$ cat config.mk
export PLATFORM = sky130hd
export DESIGN_NAME = wzs_mul
export DESIGN_NICKNAME = d
export VERILOG_FILES = /design/src/hdl/wzs_mul.sv
export SDC_FILE = /design/constraint.sdc
export NUM_CORES = 1
export LEC_CHECK = 0
export ABC_AREA = 0
export BUFFER_PORTS_ARGS = -buffer_cell sky130_fd_sc_hd__clkbuf_2
export CORE_MARGIN = 10
export CORE_UTILIZATION = 40
export CTS_CLUSTER_DIAMETER = 80
export DETAILED_ROUTE_END_ITERATION = 6
export PLACE_DENSITY = 0.66
export RECOVER_POWER = 50
export SLEW_MARGIN = 20
export SYNTH_ARGS = -nofsm -noshare
export SYNTH_HDL_FRONTEND = slang
export SYNTH_SLANG_ARGS = --single-unit
$ cat constraint.sdc
create_clock -name aclk -period 9.4 [get_ports aclk]
set_input_delay 1.88 -clock aclk [delete_from_list [all_inputs] [get_ports aclk]]
set_output_delay 1.88 -clock aclk [all_outputs]
set_load 0.1 [all_outputs]
$ cat src/hdl/wzs_mul.sv
// Shift-and-add multiplier that retires one multiplier bit per cycle.
// Stops as soon as the remaining multiplier bits are zero. No dependencies.
`default_nettype none
module wzs_mul #(
    parameter int unsigned PW = 102,
    parameter int unsigned MB = 35
) (
    input  wire logic          aclk,
    input  wire logic          aresetn,
    input  wire logic          start,
    input  wire logic [PW-1:0] a_in,
    input  wire logic [MB-1:0] b_in,
    output logic               done,
    output logic      [PW-1:0] result
);

    logic          busy_reg;
    logic          done_reg;
    logic [PW-1:0] acc_reg;
    logic [PW-1:0] a_reg;
    logic [MB-1:0] b_reg;

    always_ff @(posedge aclk) begin
        if (!aresetn) begin
            busy_reg <= 1'b0;
            done_reg <= 1'b0;
        end else begin
            done_reg <= 1'b0;
            if (start) begin
                busy_reg <= 1'b1;
            end else if (busy_reg && b_reg == '0) begin
                busy_reg <= 1'b0;
                done_reg <= 1'b1;
            end
        end
    end

    always_ff @(posedge aclk) begin
        if (start) begin
            acc_reg <= '0;
            a_reg   <= a_in;
            b_reg   <= b_in;
        end else if (busy_reg && b_reg != '0) begin
            if (b_reg[0]) begin
                acc_reg <= acc_reg + a_reg;
            end
            a_reg <= a_reg << 1;
            b_reg <= b_reg >> 1;
        end
    end

    assign done   = done_reg;
    assign result = acc_reg;

endmodule
`default_nettype wire

==> out/qor.log, run 1 <==
qor: outcome.run_status finished with violations
qor: outcome.violations capacitance limit, slew limit
qor: drt.drt-initial-drc-count 943
qor: yosys.seq_area_frac_synth 0.390
qor: placement.hpwl 36.3 mm
qor: drt.drt-pass1-iter-count 5
qor: worst_setup_path.max_stage_delay 2.67 ns
qor: worst_setup_path.critical_path.cell_chain clkbuf_8 > clkbuf_1 > buf_4 > mux2_2
qor: global_routing.initial_antenna_violation_count 3
qor: worst_setup_path.critical_path.startpoint_type primary input
qor: timing.finalMaxSlewViolations 245
qor: final_layout.layout_common_cells 235 x sky130_fd_sc_hd__nand2_1, 221 x sky130_fd_sc_hd__a21oi_1, 153 x sky130_fd_sc_hd__clkbuf_2
qor: timing.setup-tns-final 0 ns
qor: worst_setup_path.crit_family buffers and inverters
qor: timing.period_needed 6.32 ns
qor: worst_hold_path.holdCritStartpoint result[68]
qor: cts.cts_resized 0
qor: die.start_util 0.407
qor: yosys.synth_flop_cell sky130_fd_sc_hd__edfxtp_1
qor: timing.max_freq 0.158 GHz
qor: timing.unrepaired_setup_endpoints_after_global_routing false
qor: worst_setup_path.cp.arrival 6.63 ns
qor: cts.cts.clk_slew.worst_paths 0.06 ns
qor: global_routing.global_route.usage.total 0.191
qor: worst_setup_path.critical_path_buffers_and_inverters 3
qor: worst_setup_path.flop_to_flop_setup_slack 3.17 ns
qor: final_layout.design.final.nets 2,142
qor: worst_hold_path.holdCritPathClass register to register
qor: drt.detail_route.drc_violations 0
qor: final_layout.layout_commonest_cell sky130_fd_sc_hd__nand2_1
qor: yosys.ys_ff_latch 241
qor: worst_setup_path.path_max_fanout 99
qor: pwr.worst_ir_drop_vdd 193 uV
qor: drt.totalWireLength 47.5 mm
qor: pwr.static-leakage-power 7.31 nW
qor: worst_hold_path.hold_depth 2
qor: cts.clk_latency 0.56 ns
qor: cts.cts_root_buffer sky130_fd_sc_hd__clkbuf_16
qor: worst_setup_path.critical_path.slowest_cell sky130_fd_sc_hd__clkbuf_1
qor: global_routing.grt.overflow.total 0
qor: timing.setup_viol 0
qor: drt.drt-wirelength-per-cell 19.5 um
qor: drt.viasPerCell 5.71
qor: worst_setup_path.setup.worst_path.end_class register
qor: die.die_span_y 219 um
qor: cts.post_cts_hold_buffer_count 0
qor: timing.worst_slew_pin_slew 3.74 ns
qor: global_routing.vias_in_the_first_global_route 13,600
qor: global_routing.grt_first_pass_wirelength 74.8 mm
qor: placement.weighted_congestion_reported_at_the_end_of_routability_driven_placement 0.908
qor: final_layout.drive_above_1_share 0.189
qor: die.placement_rows 72
qor: worst_setup_path.setup.worst_path.class primary input to register
qor: timing.timing.slew.headroom -1.50
qor: pwr.total_power 0.00350 W
qor: flow_run.max_cap_viol_count 4
qor: drt.remaining_number_of_nets_flagged_by_the_antenna_check_after_routing 0
qor: global_routing.pin_count_of_the_biggest_net_entering_global_routing 100
qor: timing.fin_worst_skew 0.0166 ns
qor: final_layout.post-route-cell-area 18,200 sq um
qor: cts.post_cts_buffers 0
qor: die.die_area 48,100 sq um
qor: placement.portBuffers 242
qor: cts.cts_bufs_inserted 29
qor: worst_setup_path.rr_worst_depth 11
qor: die.fp.dieW 219 um
qor: yosys.mappedNetlistNets 1,965
qor: drt.vias 13,900
qor: yosys.number_of_enable_type_register_cells_in_the_synthesized_netlist 137
qor: final_layout.layout-area-overhead-vs-synth 14.7%
qor: worst_setup_path.critical_path.reg2reg.startpoint b_reg[0]
qor: final_layout.diodes 0
qor: worst_setup_path.required 9.71 ns
qor: die.ios 243
qor: yosys.asyncSetResetFlopFracSynth 0
qor: final_layout.layout.core_utilization 0.467
qor: cts.cts_num_sinks 241
qor: timing.final.period_utilization 0.673
qor: yosys.syn_area_per_cell 9.22 sq um
qor: worst_hold_path.hold_end result[68]
qor: yosys.ys_warn_count 0
qor: yosys.yosys.cell_types.count 85
qor: final_layout.nFillCells 3,787
qor: cts.tritoncts yes
qor: cts.clock_tree.htree_level_count 1
qor: die.design.core.area 39,000 sq um
qor: worst_setup_path.r2r-end result[88]
qor: yosys.post_synth_inst_count 1,723
qor: timing.hold_viol_final 0
qor: yosys.post_synth_instance_area 15,900 sq um
qor: pwr.p_per_area 192 nW/um^2
qor: placement.detailed_place.area 17,400 sq um
qor: cts.cts-root-to-sink-buffers 3
-- stage by stage --
step                      hold slack, ns  setup WS [ns]  cells
after floorplan                    0.467           3.49   1723
after global placement             0.458           4.65   2387
after detailed placement           0.467           4.59   2387
after CTS                          0.476           5.19   2440
after global routing               0.492           2.53   2440
final                              0.474           3.08   2440
-- report_power, final --
| part | switching (W) | internal (W) |
|---|---|---|
| Combinational | 0.000767 | 0.000337 |
| Sequential | 0.0000766 | 0.00124 |
| Clock | 0.000449 | 0.000636 |
| Total | 0.00129 | 0.00221 |
-- synth_stat cells (8+ instances only) --
library cell               instances  area (sq um)
sky130_fd_sc_hd__a211oi_1          9          67.6
sky130_fd_sc_hd__a21o_1           59           443
sky130_fd_sc_hd__a21oi_1         221          1110
sky130_fd_sc_hd__a31oi_1          13          81.3
sky130_fd_sc_hd__and2_1           13          81.3
sky130_fd_sc_hd__buf_2            12          60.1
sky130_fd_sc_hd__clkbuf_1         83           312
sky130_fd_sc_hd__dfxtp_1         104          2080
sky130_fd_sc_hd__edfxtp_1        137          4110
sky130_fd_sc_hd__ha_1            101          1260
sky130_fd_sc_hd__inv_1            33           124
sky130_fd_sc_hd__mux2_2          134          1510
sky130_fd_sc_hd__nand2_1         236           886
sky130_fd_sc_hd__nand3_1          42           210
sky130_fd_sc_hd__nand4_1          52           325
sky130_fd_sc_hd__nor2_1           71           267
sky130_fd_sc_hd__nor3_1           34           170
sky130_fd_sc_hd__nor4_1           16           100
sky130_fd_sc_hd__o21a_1           19           143
sky130_fd_sc_hd__o21ai_0          82           410
sky130_fd_sc_hd__o21bai_1         28           210
sky130_fd_sc_hd__o31ai_1           9          67.6
sky130_fd_sc_hd__or3_1             8          50.1
sky130_fd_sc_hd__xnor2_1          47           412
sky130_fd_sc_hd__xor2_1           26           228
-- logic make-up (layout without fill, tap and decap cells) --
| kind of cell | after synthesis | in the layout | synth area share |
|---|---|---|---|
| AO/OA/AOI/OAI | 514 | 514 | 0.203 |
| XOR/XNOR | 73 | 73 | 0.0402 |
| adder cells (fa/ha/maj) | 102 | 102 | 0.0808 |
| buffers and inverters | 137 | 336 | 0.0336 |
| flip-flops | 241 | 241 | 0.390 |
| multiplexers | 139 | 139 | 0.0982 |
| AND/OR/NAND/NOR | 517 | 517 | 0.154 |
-- per-layer routing --
metal | routed length [um] | track usage | vias up
li1 | - | - | 6765
met1 | 21400 | 0.258 | 6660
met2 | 21100 | 0.300 | 438
met3 | 3880 | 0.0465 | 69
met4 | 1010 | 0.0455 | 6
met5 | 42 | 0 | -
-- cell type report --
type / instances / area (sq um) / share of cell area
well taps: 518 / 648 / 0.0356
clock inverters: 13 / 108 / 0.00590
inverters: 34 / 128 / 0.00700
multi-input cells: 1345 / 9170 / 0.503
repair buffers: 249 / 1150 / 0.0634
clock buffers: 40 / 818 / 0.0449
flip-flops and latches: 241 / 6200 / 0.340
-- worst min-delay path: stages (launching register included) --
cell	delay (ns)
sky130_fd_sc_hd__dfxtp_1	0.32
sky130_fd_sc_hd__nand2_1	0.06
sky130_fd_sc_hd__a21oi_1	0.05
-- how the worst max path moves through the flow --
| stage | start | to | slack (ns) | depth (start not counted) |
|---|---|---|---|---|
| finish | start | a_reg[22] | 3.08 | 4 |
| global route | b_reg[0] | result[88] | 2.53 | 11 |
| CTS | start | a_reg[22] | 5.19 | 4 |
| detailed placement | start | a_reg[31] | 4.59 | 4 |
| global placement | start | a_reg[24] | 4.65 | 4 |
| floorplan | start | a_reg[0] | 3.49 | 4 |
(Power assumes the default switching activity.)
==> run 2, diff against run 1 <==
- PLACE_DENSITY: 0.66 -> 0.68
- clock period: 9.4 -> 5.5 ns (I/O delays scaled with it)
==> out/qor.log, run 2 (same netlist as run 1, synthesis figures left out) <==
qor: global_routing.pin_count_of_the_biggest_net_entering_global_routing 160
qor: worst_setup_path.cp.arrival 4.59 ns
qor: drt.route.layer.met1.wl 21.4 mm
qor: drt.met2_length 21.8 mm
qor: final_layout.layout_commonest_cell sky130_fd_sc_hd__nand2_1
qor: die.start_util 0.407
qor: timing.setup_viol 0
qor: placement.weighted_congestion_reported_at_the_end_of_routability_driven_placement 0.925
qor: die.fp.dieW 219 um
qor: worst_setup_path.flop_to_flop_setup_slack 1.14 ns
qor: timing.worst_slew_pin_slew 3.03 ns
qor: flow_run.max_cap_viol_count 2
qor: global_routing.grt_first_pass_wirelength 75.9 mm
qor: worst_setup_path.required 5.73 ns
qor: outcome.violations capacitance limit, slew limit
qor: placement.portBuffers 242
qor: drt.drt-wirelength-per-cell 20.0 um
qor: drt.detail_route.drc_violations 0
qor: cts.cts_resized 0
qor: cts.clock_tree.htree_level_count 1
qor: worst_hold_path.holdCritPathClass register to register
qor: drt.drt-pass1-iter-count 7
qor: cts.cts_num_sinks 241
qor: pwr.worst_ir_drop_vdd 246 uV
qor: timing.setup-tns-final 0 ns
qor: final_layout.nFillCells 3,724
qor: timing.hold_viol_final 0
qor: global_routing.vias_in_the_first_global_route 13,700
qor: outcome.run_status finished with violations
qor: die.ios 243
qor: worst_setup_path.timing.critical_path.to a_reg[66]
qor: timing.finalHoldWorstSlack 0.473 ns
qor: drt.topRoutingLayerUsed met4
qor: timing.fin_worst_skew 0.0199 ns
qor: drt.viasPerCell 5.72
qor: worst_setup_path.critical_path.reg2reg.startpoint b_reg[33]
qor: worst_setup_path.setup.worst_path.end_class register
qor: final_layout.layout_common_cells 235 x sky130_fd_sc_hd__nand2_1, 221 x sky130_fd_sc_hd__a21oi_1, 166 x sky130_fd_sc_hd__clkbuf_2
qor: global_routing.global_route.usage.total 0.194
qor: cts.clk_latency 0.57 ns
qor: timing.timing.slew.headroom -1.02
qor: final_layout.drive_above_1_share 0.198
qor: cts.cts_root_buffer sky130_fd_sc_hd__clkbuf_16
qor: pwr.total_power 0.00607 W
qor: cts.cts_bufs_inserted 30
qor: placement.hpwl 36.6 mm
qor: cts.post_cts_hold_buffer_count 0
qor: final_layout.layout-area-overhead-vs-synth 15.2%
qor: timing.max_freq 0.229 GHz
qor: drt.drt-initial-drc-count 1,094
qor: cts.tritoncts yes
qor: worst_setup_path.path_max_fanout 70
qor: timing.unrepaired_setup_endpoints_after_global_routing false
qor: final_layout.post-route-cell-area 18,300 sq um
qor: placement.dp_worst_setup_slack 1.72 ns
qor: die.design.core.area 39,000 sq um
qor: cts.post_cts_buffers 0
qor: cts.cts-root-to-sink-buffers 3
qor: placement.detailed_place.area 17,400 sq um
qor: drt.remaining_number_of_nets_flagged_by_the_antenna_check_after_routing 0
qor: die.placement_rows 72
qor: global_routing.initial_antenna_violation_count 5
qor: worst_setup_path.rr_worst_depth 6
qor: die.die_span_y 219 um
qor: timing.finalMaxSlewViolations 107
qor: pwr.p_per_area 332 nW/um^2
qor: worst_setup_path.timing.critical_path.from b_reg[33]
qor: worst_setup_path.critical_path.startpoint_type register
qor: pwr.static-leakage-power 7.41 nW
qor: die.die_area 48,100 sq um
qor: timing.period_needed 4.36 ns
qor: global_routing.grt.overflow.total 0
qor: final_layout.design.final.nets 2,142
qor: timing.postLayoutSetupSlackWorst 1.14 ns
qor: worst_setup_path.r2r-end a_reg[66]
qor: drt.met3_wirelength 4.09 mm
qor: drt.totalWireLength 48.8 mm
qor: worst_setup_path.setup.worst_path.class register to register
qor: timing.final.period_utilization 0.792
qor: drt.vias 14,000
qor: cts.cts.clk_slew.worst_paths 0.06 ns
run 2: layout make-up:
class                      count  area [sq um]  share of cell area
antenna                        5          12.5            0.000683
clock buffer                  44           875              0.0478
clock inverter                11          87.6             0.00478
inverter                      34           128             0.00697
multi-input combinational   1345          9170               0.501
sequential                   241          6200               0.338
tap                          518           648              0.0354
timing repair buffer         248          1190              0.0651
run 2: routing by layer:
metal | up-vias | GRT usage
met5 | - | 0
met4 | 0 | 0.0632
met3 | 84 | 0.0476
met2 | 502 | 0.309
met1 | 6623 | 0.252
li1 | 6780 | -
run 2: through the flow:
stage	std cells	util
final	2446	0.469
after global routing	2443	0.469
after CTS	2441	0.472
after detailed placement	2386	0.447
after global placement	2386	0.447
after floorplan	1723	-
run 2: worst min-delay path by stage:
stage / slack, ns / startpoint / depth (start not counted) / end
after floorplan: 0.47 / busy_reg / 1 / done
final: 0.47 / result[73] / 2 / result[73]
after global routing: 0.49 / result[84] / 2 / result[84]
after global placement: 0.46 / result[52] / 2 / result[52]
after CTS: 0.48 / result[31] / 2 / result[31]
after detailed placement: 0.47 / result[31] / 2 / result[31]
run 2: worst max-delay path, cell delays in order (launching register included):
cell	delay [ns]
sky130_fd_sc_hd__edfxtp_1	0.41
sky130_fd_sc_hd__nor4_1	0.41
sky130_fd_sc_hd__nand4_1	0.15
sky130_fd_sc_hd__nor3_1	0.28
sky130_fd_sc_hd__nand2b_1	0.16
sky130_fd_sc_hd__nand2_1	1.67
sky130_fd_sc_hd__buf_12	0.81
run 2: power breakdown:
part	switching [W]	internal [W]	total (W)
Clock	0.000782	0.00114	0.00192
Combinational	0.00133	0.000574	0.00191
Sequential	0.000124	0.00212	0.00224
